<file path="config.mk">
export PLATFORM = sky130hd
export DESIGN_NAME = ethernet_tx_framer_with_padding
export DESIGN_NICKNAME = d
export VERILOG_FILES = /design/src/hw/rtl/etf_pkg.sv /design/src/hw/rtl/etf_front.sv /design/src/hw/rtl/etf_queue.sv /design/src/hw/rtl/etf_back.sv /design/src/hw/rtl/ethernet_tx_framer_with_padding.sv
export VERILOG_INCLUDE_DIRS = /design/src /design/src/hw/rtl
export SDC_FILE = /design/constraint.sdc
export NUM_CORES = 1
export LEC_CHECK = 0
export ABC_AREA = 1
export ABC_CLOCK_PERIOD_IN_PS = 5200
export CORE_MARGIN = 1.5
export CORE_UTILIZATION = 64
export CTS_CLUSTER_DIAMETER = 40
export CTS_CLUSTER_SIZE = 12
export DETAILED_ROUTE_END_ITERATION = 6
export DONT_BUFFER_PORTS = 1
export PLACE_DENSITY = 0.8
export SETUP_SLACK_MARGIN = 0.1
export SKIP_CTS_REPAIR_TIMING = 1
export SLEW_MARGIN = 5
export SYNTH_ARGS = -nofsm -noshare
export SYNTH_HDL_FRONTEND = slang
export SYNTH_HIERARCHICAL = 1
export SYNTH_SLANG_ARGS = --single-unit
</file>
<file path="constraint.sdc">
create_clock -name clock -period 5.2 [get_ports clock]
set_clock_uncertainty 0.1 [all_clocks]
set_input_delay 0.26 -clock clock [delete_from_list [all_inputs] [get_ports clock]]
set_output_delay 0.26 -clock clock [all_outputs]
set_load 0.05 [all_outputs]
</file>
<file path="src/hw/rtl/ethernet_tx_framer_with_padding_assert.svh">
// ----------------------------------------------------------------------------
// ethernet tx framer assertion macros
// implication and never-true checks, clocked on the rising edge, off in reset
// ----------------------------------------------------------------------------
`ifndef ETHERNET_TX_FRAMER_WITH_PADDING_ASSERT_SVH
`define ETHERNET_TX_FRAMER_WITH_PADDING_ASSERT_SVH

// antecedent implies consequent in the same cycle
`define ETF_ASSERT_IMPL(label, clk, rst, ante, cons) \
   label: assert property (@(posedge clk) disable iff (rst) (ante) |-> (cons)) \
      else $error("etf implication check failed");

// condition must never hold
`define ETF_ASSERT_NEVER(label, clk, rst, cond) \
   label: assert property (@(posedge clk) disable iff (rst) !(cond)) \
      else $error("etf never check failed");

`endif

</file>
<file path="src/hw/rtl/etf_pkg.sv">
// ----------------------------------------------------------------------------
// etf_pkg
// constants, types and helpers shared by the ethernet tx framer
// ----------------------------------------------------------------------------
`default_nettype none

package etf_pkg;

   localparam int MIN_FRAME_BYTES   = 60;
   localparam int MAX_PAYLOAD_BYTES = 1500;
   localparam int HDR_BYTES         = 14;
   localparam int MAC_W             = 48;
   localparam int TYPE_W            = 16;
   localparam int BYTE_W            = 8;
   localparam int HDR_W             = 2 * MAC_W + TYPE_W;

   localparam int CNT_W     = $clog2(HDR_BYTES + MAX_PAYLOAD_BYTES + 1);
   localparam int PAD_W     = $clog2(MIN_FRAME_BYTES + 1);
   localparam int HDR_IDX_W = $clog2(HDR_BYTES);

   localparam int QDEPTH  = 4;
   localparam int QPTR_W  = $clog2(QDEPTH);
   localparam int QCNT_W  = $clog2(QDEPTH + 1);

   localparam logic [CNT_W-1:0]     CNT_HDR   = CNT_W'(HDR_BYTES);
   localparam logic [CNT_W-1:0]     CNT_LIMIT = CNT_W'(HDR_BYTES + MAX_PAYLOAD_BYTES);
   localparam logic [CNT_W-1:0]     CNT_MIN   = CNT_W'(MIN_FRAME_BYTES);
   localparam logic [HDR_IDX_W-1:0] HDR_IDX_END = HDR_IDX_W'(HDR_BYTES - 1);

   // one queued word: what the back end has to send for one accepted byte
   typedef struct packed {
      logic [MAC_W-1:0]  dest;
      logic [TYPE_W-1:0] etype;
      logic [BYTE_W-1:0] data;
      logic              hdr;
      logic              last;
      logic              ovf;
      logic [PAD_W-1:0]  pad;
   } cmd_type;

   typedef enum logic [1:0] {
      BK_IDLE,
      BK_HDR,
      BK_BYTE,
      BK_PAD
   } back_state_type;

   // header byte idx, destination first, most significant byte first
   function automatic logic [BYTE_W-1:0] hdr_byte(input logic [MAC_W-1:0]     dest,
                                                 input logic [MAC_W-1:0]     src,
                                                 input logic [TYPE_W-1:0]    etype,
                                                 input logic [HDR_IDX_W-1:0] idx);
      logic [HDR_W-1:0] hdr_vec;
      hdr_vec  = {dest, src, etype};
      hdr_byte = hdr_vec[(HDR_W - 1) - BYTE_W * int'(idx) -: BYTE_W];
   endfunction

endpackage

`default_nettype wire

</file>
<file path="src/hw/rtl/etf_front.sv">
// ----------------------------------------------------------------------------
// etf_front
// tracks frame position per accepted byte, decides drop and padding length
// ----------------------------------------------------------------------------
`default_nettype none

module etf_front
   import etf_pkg::*;
(
   input  wire logic              clock,
   input  wire logic              reset,
   input  wire logic              accept,
   input  wire logic [MAC_W-1:0]  dest,
   input  wire logic [TYPE_W-1:0] etype,
   input  wire logic [BYTE_W-1:0] data,
   input  wire logic              last,
   output logic                   push,
   output cmd_type                cmd
);

   logic             open_ff, open_in;
   logic [CNT_W-1:0] cnt_ff, cnt_in;
   logic             ovf_ff, ovf_in;

   logic [CNT_W-1:0] cnt_base, cnt_nx;
   logic             ovf_base, ovf_nx, keep;

   always_comb begin
      cnt_base = open_ff ? cnt_ff : CNT_HDR;
      ovf_base = open_ff & ovf_ff;
      keep     = cnt_base < CNT_LIMIT;
      cnt_nx   = cnt_base + CNT_W'(keep);
      ovf_nx   = ovf_base | ~keep;

      open_in = open_ff;
      cnt_in  = cnt_ff;
      ovf_in  = ovf_ff;
      if (accept) begin
         open_in = ~last;
         cnt_in  = last ? '0 : cnt_nx;
         ovf_in  = ~last & ovf_nx;
      end

      // a dropped non-final byte produces nothing downstream
      push      = accept & (keep | last);
      cmd.dest  = dest;
      cmd.etype = etype;
      cmd.data  = keep ? data : '0;
      cmd.hdr   = ~open_ff;
      cmd.last  = last;
      cmd.ovf   = ovf_nx;
      cmd.pad   = (last && cnt_nx < CNT_MIN) ? PAD_W'(CNT_MIN - cnt_nx) : '0;
   end

   always_ff @(posedge clock) begin
      if (reset) begin
         open_ff <= 1'b0;
         cnt_ff  <= '0;
         ovf_ff  <= 1'b0;
      end else begin
         open_ff <= open_in;
         cnt_ff  <= cnt_in;
         ovf_ff  <= ovf_in;
      end
   end

endmodule

`default_nettype wire

</file>
<file path="src/hw/rtl/etf_queue.sv">
// ----------------------------------------------------------------------------
// etf_queue
// small first-in first-out buffer of command words between front and back
// ----------------------------------------------------------------------------
`default_nettype none

module etf_queue
   import etf_pkg::*;
(
   input  wire logic clock,
   input  wire logic reset,
   input  wire logic push,
   input  cmd_type   push_cmd,
   input  wire logic pop,
   output logic      full,
   output logic      not_empty,
   output cmd_type   head
);

   cmd_type           slot_ff [QDEPTH];
   logic [QPTR_W-1:0] wr_ptr_ff, wr_ptr_in;
   logic [QPTR_W-1:0] rd_ptr_ff, rd_ptr_in;
   logic [QCNT_W-1:0] count_ff, count_in;

   always_comb begin
      full      = count_ff == QCNT_W'(QDEPTH);
      not_empty = count_ff != '0;
      head      = slot_ff[rd_ptr_ff];
      wr_ptr_in = push ? wr_ptr_ff + 1'b1 : wr_ptr_ff;
      rd_ptr_in = pop  ? rd_ptr_ff + 1'b1 : rd_ptr_ff;
      count_in  = count_ff + QCNT_W'(push) - QCNT_W'(pop);
   end

   always_ff @(posedge clock) begin
      if (push) begin
         slot_ff[wr_ptr_ff] <= push_cmd;
      end
   end

   always_ff @(posedge clock) begin
      if (reset) begin
         wr_ptr_ff <= '0;
         rd_ptr_ff <= '0;
         count_ff  <= '0;
      end else begin
         wr_ptr_ff <= wr_ptr_in;
         rd_ptr_ff <= rd_ptr_in;
         count_ff  <= count_in;
      end
   end

endmodule

`default_nettype wire

</file>
<file path="src/hw/rtl/etf_back.sv">
// ----------------------------------------------------------------------------
// etf_back
// plays out each command word: the header first if it opens a frame, then its payload byte, then any padding
// ----------------------------------------------------------------------------
`default_nettype none

module etf_back
   import etf_pkg::*;
(
   input  wire logic              clock,
   input  wire logic              reset,
   input  wire logic [MAC_W-1:0]  src_addr,
   input  wire logic              q_not_empty,
   input  cmd_type                q_head,
   output logic                   q_pop,
   output logic                   rsp_valid,
   input  wire logic              rsp_ready,
   output logic [BYTE_W-1:0]      rsp_frame_byte,
   output logic                   rsp_frame_last,
   output logic                   rsp_oversize_error
);

   back_state_type       state_ff, state_in;
   cmd_type              cmd_ff, cmd_in;
   logic [HDR_IDX_W-1:0] idx_ff, idx_in;
   logic [PAD_W-1:0]     pad_ff, pad_in;

   logic                 valid_ff, valid_in;
   logic [BYTE_W-1:0]    byte_ff, byte_in;
   logic                 last_ff, last_in;
   logic                 err_ff, err_in;

   logic adv, emit, done;
   logic [BYTE_W-1:0] emit_byte;
   logic emit_last;

   always_comb begin
      adv       = ~valid_ff | rsp_ready;
      state_in  = state_ff;
      cmd_in    = cmd_ff;
      idx_in    = idx_ff;
      pad_in    = pad_ff;
      emit      = 1'b0;
      done      = 1'b0;
      emit_byte = '0;
      emit_last = 1'b0;

      unique case (state_ff)
         BK_IDLE: begin
            done = 1'b1;
         end
         BK_HDR: begin
            if (adv) begin
               emit      = 1'b1;
               emit_byte = hdr_byte(cmd_ff.dest, src_addr, cmd_ff.etype, idx_ff);
               idx_in    = idx_ff + 1'b1;
               if (idx_ff == HDR_IDX_END) begin
                  state_in = BK_BYTE;
               end
            end
         end
         BK_BYTE: begin
            if (adv) begin
               emit      = 1'b1;
               emit_byte = cmd_ff.data;
               if (cmd_ff.pad == '0) begin
                  done      = 1'b1;
                  emit_last = cmd_ff.last;
               end else begin
                  state_in = BK_PAD;
                  pad_in   = cmd_ff.pad;
               end
            end
         end
         BK_PAD: begin
            if (adv) begin
               emit   = 1'b1;
               pad_in = pad_ff - 1'b1;
               if (pad_ff == PAD_W'(1)) begin
                  done      = 1'b1;
                  emit_last = 1'b1;
               end
            end
         end
         default: begin
            done = 1'b1;
         end
      endcase

      // chain straight into the next word so pass-through bytes need no gap
      q_pop = done & q_not_empty;
      if (done) begin
         if (q_not_empty) begin
            cmd_in   = q_head;
            idx_in   = '0;
            state_in = q_head.hdr ? BK_HDR : BK_BYTE;
         end else begin
            state_in = BK_IDLE;
         end
      end

      valid_in = emit | (valid_ff & ~rsp_ready);
      byte_in  = emit ? emit_byte : byte_ff;
      last_in  = emit ? emit_last : last_ff;
      err_in   = emit ? (emit_last & cmd_ff.ovf) : err_ff;

      rsp_valid          = valid_ff;
      rsp_frame_byte     = byte_ff;
      rsp_frame_last     = last_ff;
      rsp_oversize_error = err_ff;
   end

   always_ff @(posedge clock) begin
      cmd_ff  <= cmd_in;
      idx_ff  <= idx_in;
      pad_ff  <= pad_in;
      byte_ff <= byte_in;
      last_ff <= last_in;
      err_ff  <= err_in;
   end

   always_ff @(posedge clock) begin
      if (reset) begin
         state_ff <= BK_IDLE;
         valid_ff <= 1'b0;
      end else begin
         state_ff <= state_in;
         valid_ff <= valid_in;
      end
   end

endmodule

`default_nettype wire

</file>
<file path="src/hw/rtl/ethernet_tx_framer_with_padding.sv">
// ----------------------------------------------------------------------------
// ethernet_tx_framer_with_padding
// builds ethernet ii frames from a payload byte stream, padded to minimum size
// ----------------------------------------------------------------------------
// usage
//   req_* takes one payload byte per word with a last mark; destination and
//   type are sampled on the first word of each frame. rsp_* gives one frame
//   byte per word: 14 header bytes before the first payload byte, zero pad
//   bytes after the last one up to the minimum frame size. bytes past the
//   payload limit are dropped and oversize_error is raised on the final byte.
//   csr_write_enable loads the station address; write it only while idle.
//   with the output idle, an accepted word goes into the queue, is loaded
//   into the sequencer and is then registered onto rsp_valid, for the first
//   header byte and for a mid-frame byte alike. one output word per cycle
//   while rsp_ready is high; an input word costs one output word per frame
//   byte it brings, header and pad included, set by the single byte-wide sequencer.
//   a 4-word command queue lets input keep flowing while the output stalls.
//   reset empties the queue, closes any open frame and clears the address;
//   a stalled receiver holds the output word and fills the queue, then
//   req_ready drops until space frees up.
// ----------------------------------------------------------------------------
`default_nettype none

module ethernet_tx_framer_with_padding
   import etf_pkg::*;
(
   input  wire logic              clock,
   input  wire logic              reset,
   input  wire logic              csr_write_enable,
   input  wire logic [MAC_W-1:0]  csr_write_data,
   input  wire logic              req_valid,
   output logic                   req_ready,
   input  wire logic [MAC_W-1:0]  req_destination_address,
   input  wire logic [TYPE_W-1:0] req_ether_type,
   input  wire logic [BYTE_W-1:0] req_payload_byte,
   input  wire logic              req_payload_last,
   output logic                   rsp_valid,
   input  wire logic              rsp_ready,
   output logic [BYTE_W-1:0]      rsp_frame_byte,
   output logic                   rsp_frame_last,
   output logic                   rsp_oversize_error
);

`include "ethernet_tx_framer_with_padding_assert.svh"

   logic [MAC_W-1:0] source_address_ff, source_address_in;

   logic    accept, q_push, q_pop, q_full, q_not_empty;
   cmd_type push_cmd, q_head;

   always_comb begin
      req_ready         = ~q_full;
      accept            = req_valid & req_ready;
      source_address_in = csr_write_enable ? csr_write_data : source_address_ff;
   end

   always_ff @(posedge clock) begin
      if (reset) begin
         source_address_ff <= '0;
      end else begin
         source_address_ff <= source_address_in;
      end
   end

   etf_front u_front (
      .clock  (clock),
      .reset  (reset),
      .accept (accept),
      .dest   (req_destination_address),
      .etype  (req_ether_type),
      .data   (req_payload_byte),
      .last   (req_payload_last),
      .push   (q_push),
      .cmd    (push_cmd)
   );

   etf_queue u_queue (
      .clock     (clock),
      .reset     (reset),
      .push      (q_push),
      .push_cmd  (push_cmd),
      .pop       (q_pop),
      .full      (q_full),
      .not_empty (q_not_empty),
      .head      (q_head)
   );

   etf_back u_back (
      .clock              (clock),
      .reset              (reset),
      .src_addr           (source_address_ff),
      .q_not_empty        (q_not_empty),
      .q_head             (q_head),
      .q_pop              (q_pop),
      .rsp_valid          (rsp_valid),
      .rsp_ready          (rsp_ready),
      .rsp_frame_byte     (rsp_frame_byte),
      .rsp_frame_last     (rsp_frame_last),
      .rsp_oversize_error (rsp_oversize_error)
   );

   `ETF_ASSERT_NEVER(a_no_push_when_full, clock, reset, q_push && q_full)
   `ETF_ASSERT_NEVER(a_no_pop_when_empty, clock, reset, q_pop && !q_not_empty)
   `ETF_ASSERT_IMPL(a_err_only_on_last, clock, reset, rsp_valid && rsp_oversize_error, rsp_frame_last)
   `ETF_ASSERT_IMPL(a_push_needs_accept, clock, reset, q_push, req_valid && req_ready)

endmodule

`default_nettype wire

</file>
==> results.md <==
* Initial detailed-routing violation count at 1,123
* CP Capture Type: flop
* Most common cell in the synthesized netlist: nand2_1
* Gate power share at 24.2%
* Total GRT Usage at 24.38%
* # IOs at 138
* Placed cell area at 0.02188 mm2
* Synth Cell Area at 0.02235 mm2
* Synth warn at 6
* Final worst slack at 1541 ps
* FMAX at between 200 and 300 MHz
* Lkg Pwr at 9.951 nW
* FF/Latch Area at 0.01416 mm2
* Remaining DRCs at 0
* Failing checks: negative hold slack
* Pwr/cell area at 517.8 mW/mm2
* Hold crit path type: in2reg
* Worst EP arrival at 3840 ps
* Sw Ratio at 33.19%
* Synthesis-to-layout area growth at 11.91%
* Finished Cell Area at 0.02501 mm2
* Internal Power at 8.651 mW
* Fin Hold WS at -4.723 ps
* Post-synth ARST share at 0%
* Total CTS buffers at between 50 and 60
* Die Span Y at 189.9 um
* Die width at 189.9 um
* Core area at about 0.034 mm2
* Final Cycle Share at 70.36%
* Clock share of power at 30.3%
* Crit-path max cell delay at 840 ps
* Slew headroom at 34.91%
* Final Hold Viols at 1
* Commonest cells in the netlist: nand2_1 (513), edfxtp_1 (420), inv_1 (297)
* Root Driver: clkbuf_16
* Fin Setup TNS at 0 ps
* CP startpoint kind: flop
* Max-cap viol count at 0
* Total power at between 10 and 15 mW
* Final wirelength at between 40 and 50 mm
* Post-route ant nets at 0
* Most common flop cell mapped by yosys: edfxtp_1
* Slowest-stage cell, CP: dfxtp_1
* Vias in the first global route at 13,300
* H-tree depth at 2
* Grt ovf at 0
* Dominant cells by area after synthesis: edfxtp_1 (56%), nand2_1 (8.6%), dfxtp_1 (6.9%), inv_1 (5.0%), o211ai_2 (4.5%)
* Worst IR Drop VDD at 0.0003628 V
* Critical Path RT at 5380 ps
* Longest Clk Path Bufs at 3
* Initial antenna violation count at 4
* Worst-path fanout max at 43
* Fill count at between 2,000 and 2,500
* Run status: complete, but fails checks
* Die area at ~0.036 mm2
* P_sw at around 4.3 mW
* Fin nets at 2,276
* Layout cell share with drive strength beyond 1 at 11.83%
* Syn_nets at around 2,200
* Slew Limit Fails at 0
* Syn Area/Cell at 10.70 um2
* Sequential Power Share at 45.5%
* Tightest Pin Transition at 972.7 ps
* Row Count at 68
* WL per Instance at between 15 and 20 um
* Synth Register Bits at 497
* Final setup violating endpoints at 0
* Number of port buffers at 0
* DP HPWL at about 26 mm
* CTS Sinks at about 500
* GPL Wtd Cong at between 0.8 and 0.9
* CTS tree: yes
* Register area share after synthesis at 63.34%
* Cell family with most CP delay: buffers and inverters
* Mapped Cells at 2,088
* Initial core utilization at 64.85%
* Vias per cell at 5.393
* CP Class: reg2reg
* First-pass GRT wire length at 68.04 mm
* Cell variety after synth at 37
* Clock transition at path regs at 60 ps
* Buf+Inv Stages, Crit Path at 3
* Clock Latency Late Sink at 600 ps
* Setup WS pre-CTS at 1549 ps
* Pre-antenna DRT Iters at 7
* Top cell type's share of synthesized area at 56.44%
* Vias after detailed routing at 14,180
* Worst path cell trace: nand2_1 -> inv_1 -> nor3_1 -> a21oi_1 -> nand2_2 -> a21oi_1 -> nand2_1 -> clkinv_2 -> buf_12
* Leading area contributor after synthesis: edfxtp_1
* Largest net degree at the start of global routing at 137
* RSZ-0062 raised after global routing: no
* Multi-input gate area at 0.005813 mm2
* Final min period at 3659 ps
* Number of synthesized flops with an enable pin at between 400 and 500
through the flow:
step | std cells | utilization, %
floorplan | 2088 | -
global placement | 2401 | 63.49
detailed placement | 2401 | 63.49
CTS | 2503 | 68.90
global route | 2630 | 72.57
finish | 2630 | 72.57
registers in the layout, summed over array words and instances, names as in the netlist, 2 cells and up, named ones only:
| signal | cells |
|---|---|
| u_back/rsp_frame_byte | 8 |
| u_queue/count_ff | 3 |
| u_back/pad_ff | 6 |
| u_queue/slot_ff | 324 |
| source_address_ff | 48 |
| u_queue/wr_ptr_ff | 2 |
| u_back/idx_ff | 4 |
| u_front/cnt_ff | 11 |
| u_queue/rd_ptr_ff | 2 |
| u_back/state_ff | 2 |
| u_back/cmd_ff | 80 |
cells by family (layout without fill, tap and decap cells):
| kind of cell | Yosys count | count (layout) | share of synthesized area [%] |
|---|---|---|---|
| simple gates | 804 | 804 | 14.71 |
| fa+ha+maj | 20 | 20 | 1.153 |
| other cells | 0 | 3 | 0 |
| compound gates | 296 | 296 | 9.743 |
| buf+inv | 462 | 546 | 10.67 |
| xor+xnor | 9 | 9 | 0.3864 |
| flops | 497 | 497 | 63.34 |
cell usage in the layout (no fill, tap or decap), types with 2 or more instances in the layout:
cell / instances
nand2_1: 513
edfxtp_1: 420
inv_1: 293
nor2_1: 162
dlygate4sd3_1: 123
a21oi_1: 96
nand3_1: 82
o211ai_2: 81
dfxtp_1: 74
o21ai_0: 63
clkbuf_16: 59
o21ai_1: 30
a21oi_2: 21
ha_1: 19
nand2_2: 13
clkbuf_1: 12
buf_4: 12
or2_2: 10
clkinv_2: 9
xor2_1: 7
inv_6: 6
clkinvlp_4: 6
nor2_4: 6
bufinv_16: 5
clkinv_1: 5
inv_2: 5
nand4_1: 5
buf_12: 5
diode_2: 3
clkinv_4: 3
nand2_4: 3
a31oi_1: 3
nor2_2: 3
nand3_2: 3
nor3_1: 3
clkbuf_8: 2
dfxtp_4: 2
power groups by stage:
stage,Sequential [mW],Combinational [mW],Clock (mW)
6_report,5.89,3.13,3.93
5_1_grt,5.97,3.50,4.13
4_1_cts,5.90,3.00,3.98
3_5_place_dp,5.97,2.98,0
3_3_place_gp,5.94,2.88,0
2_1_floorplan,5.78,2.64,0
worst paths after layout:
kind                                                      from                                 end  slack (ps)  cells past startpoint
worst max-delay path              u_front/open_ff$_SDFFE_PP0P_    u_queue/slot_ff[1][76]$_DFFE_PP_        1540                      9
worst min-delay path                          csr_write_enable  source_address_ff[47]$_SDFFE_PP0P_          -5                      3
worst max register to register    u_front/open_ff$_SDFFE_PP0P_    u_queue/slot_ff[1][76]$_DFFE_PP_        1540                      9
worst min register to register  u_front/cnt_ff[3]$_SDFFE_PP0P_      u_front/cnt_ff[3]$_SDFFE_PP0P_         360                      2
layout make-up:
| type | count | area share [%] |
|---|---|---|
| Antenna cell | 3 | 0.03002 |
| Clock buffer | 73 | 6.194 |
| Clock inverter | 29 | 1.256 |
| Inverter | 303 | 4.568 |
| Multi-Input combinational cell | 1129 | 23.25 |
| Sequential cell | 497 | 56.63 |
| Tap cell | 455 | 2.277 |
| Timing Repair Buffer | 141 | 5.794 |
metal layers:
metal  global-route usage [%]  up-vias  part of all wire [%]
met3                    5.423       93                   6.5
met5                        0        -                 0.029
met2                    41.04      518                    50
met1                    30.39     6694                    40
li1                         -     6877                     -
met4                    10.59        2                   2.8
worst reg2reg max path, stage by stage (launching register included):
cell and delay [ps]:
dfxtp_1 840, nand2_1 200, inv_1 120, nor3_1 60
a21oi_1 220, nand2_2 210, a21oi_1 420, nand2_1 140
clkinv_2 610, buf_12 390
(Power assumes the default switching activity.)
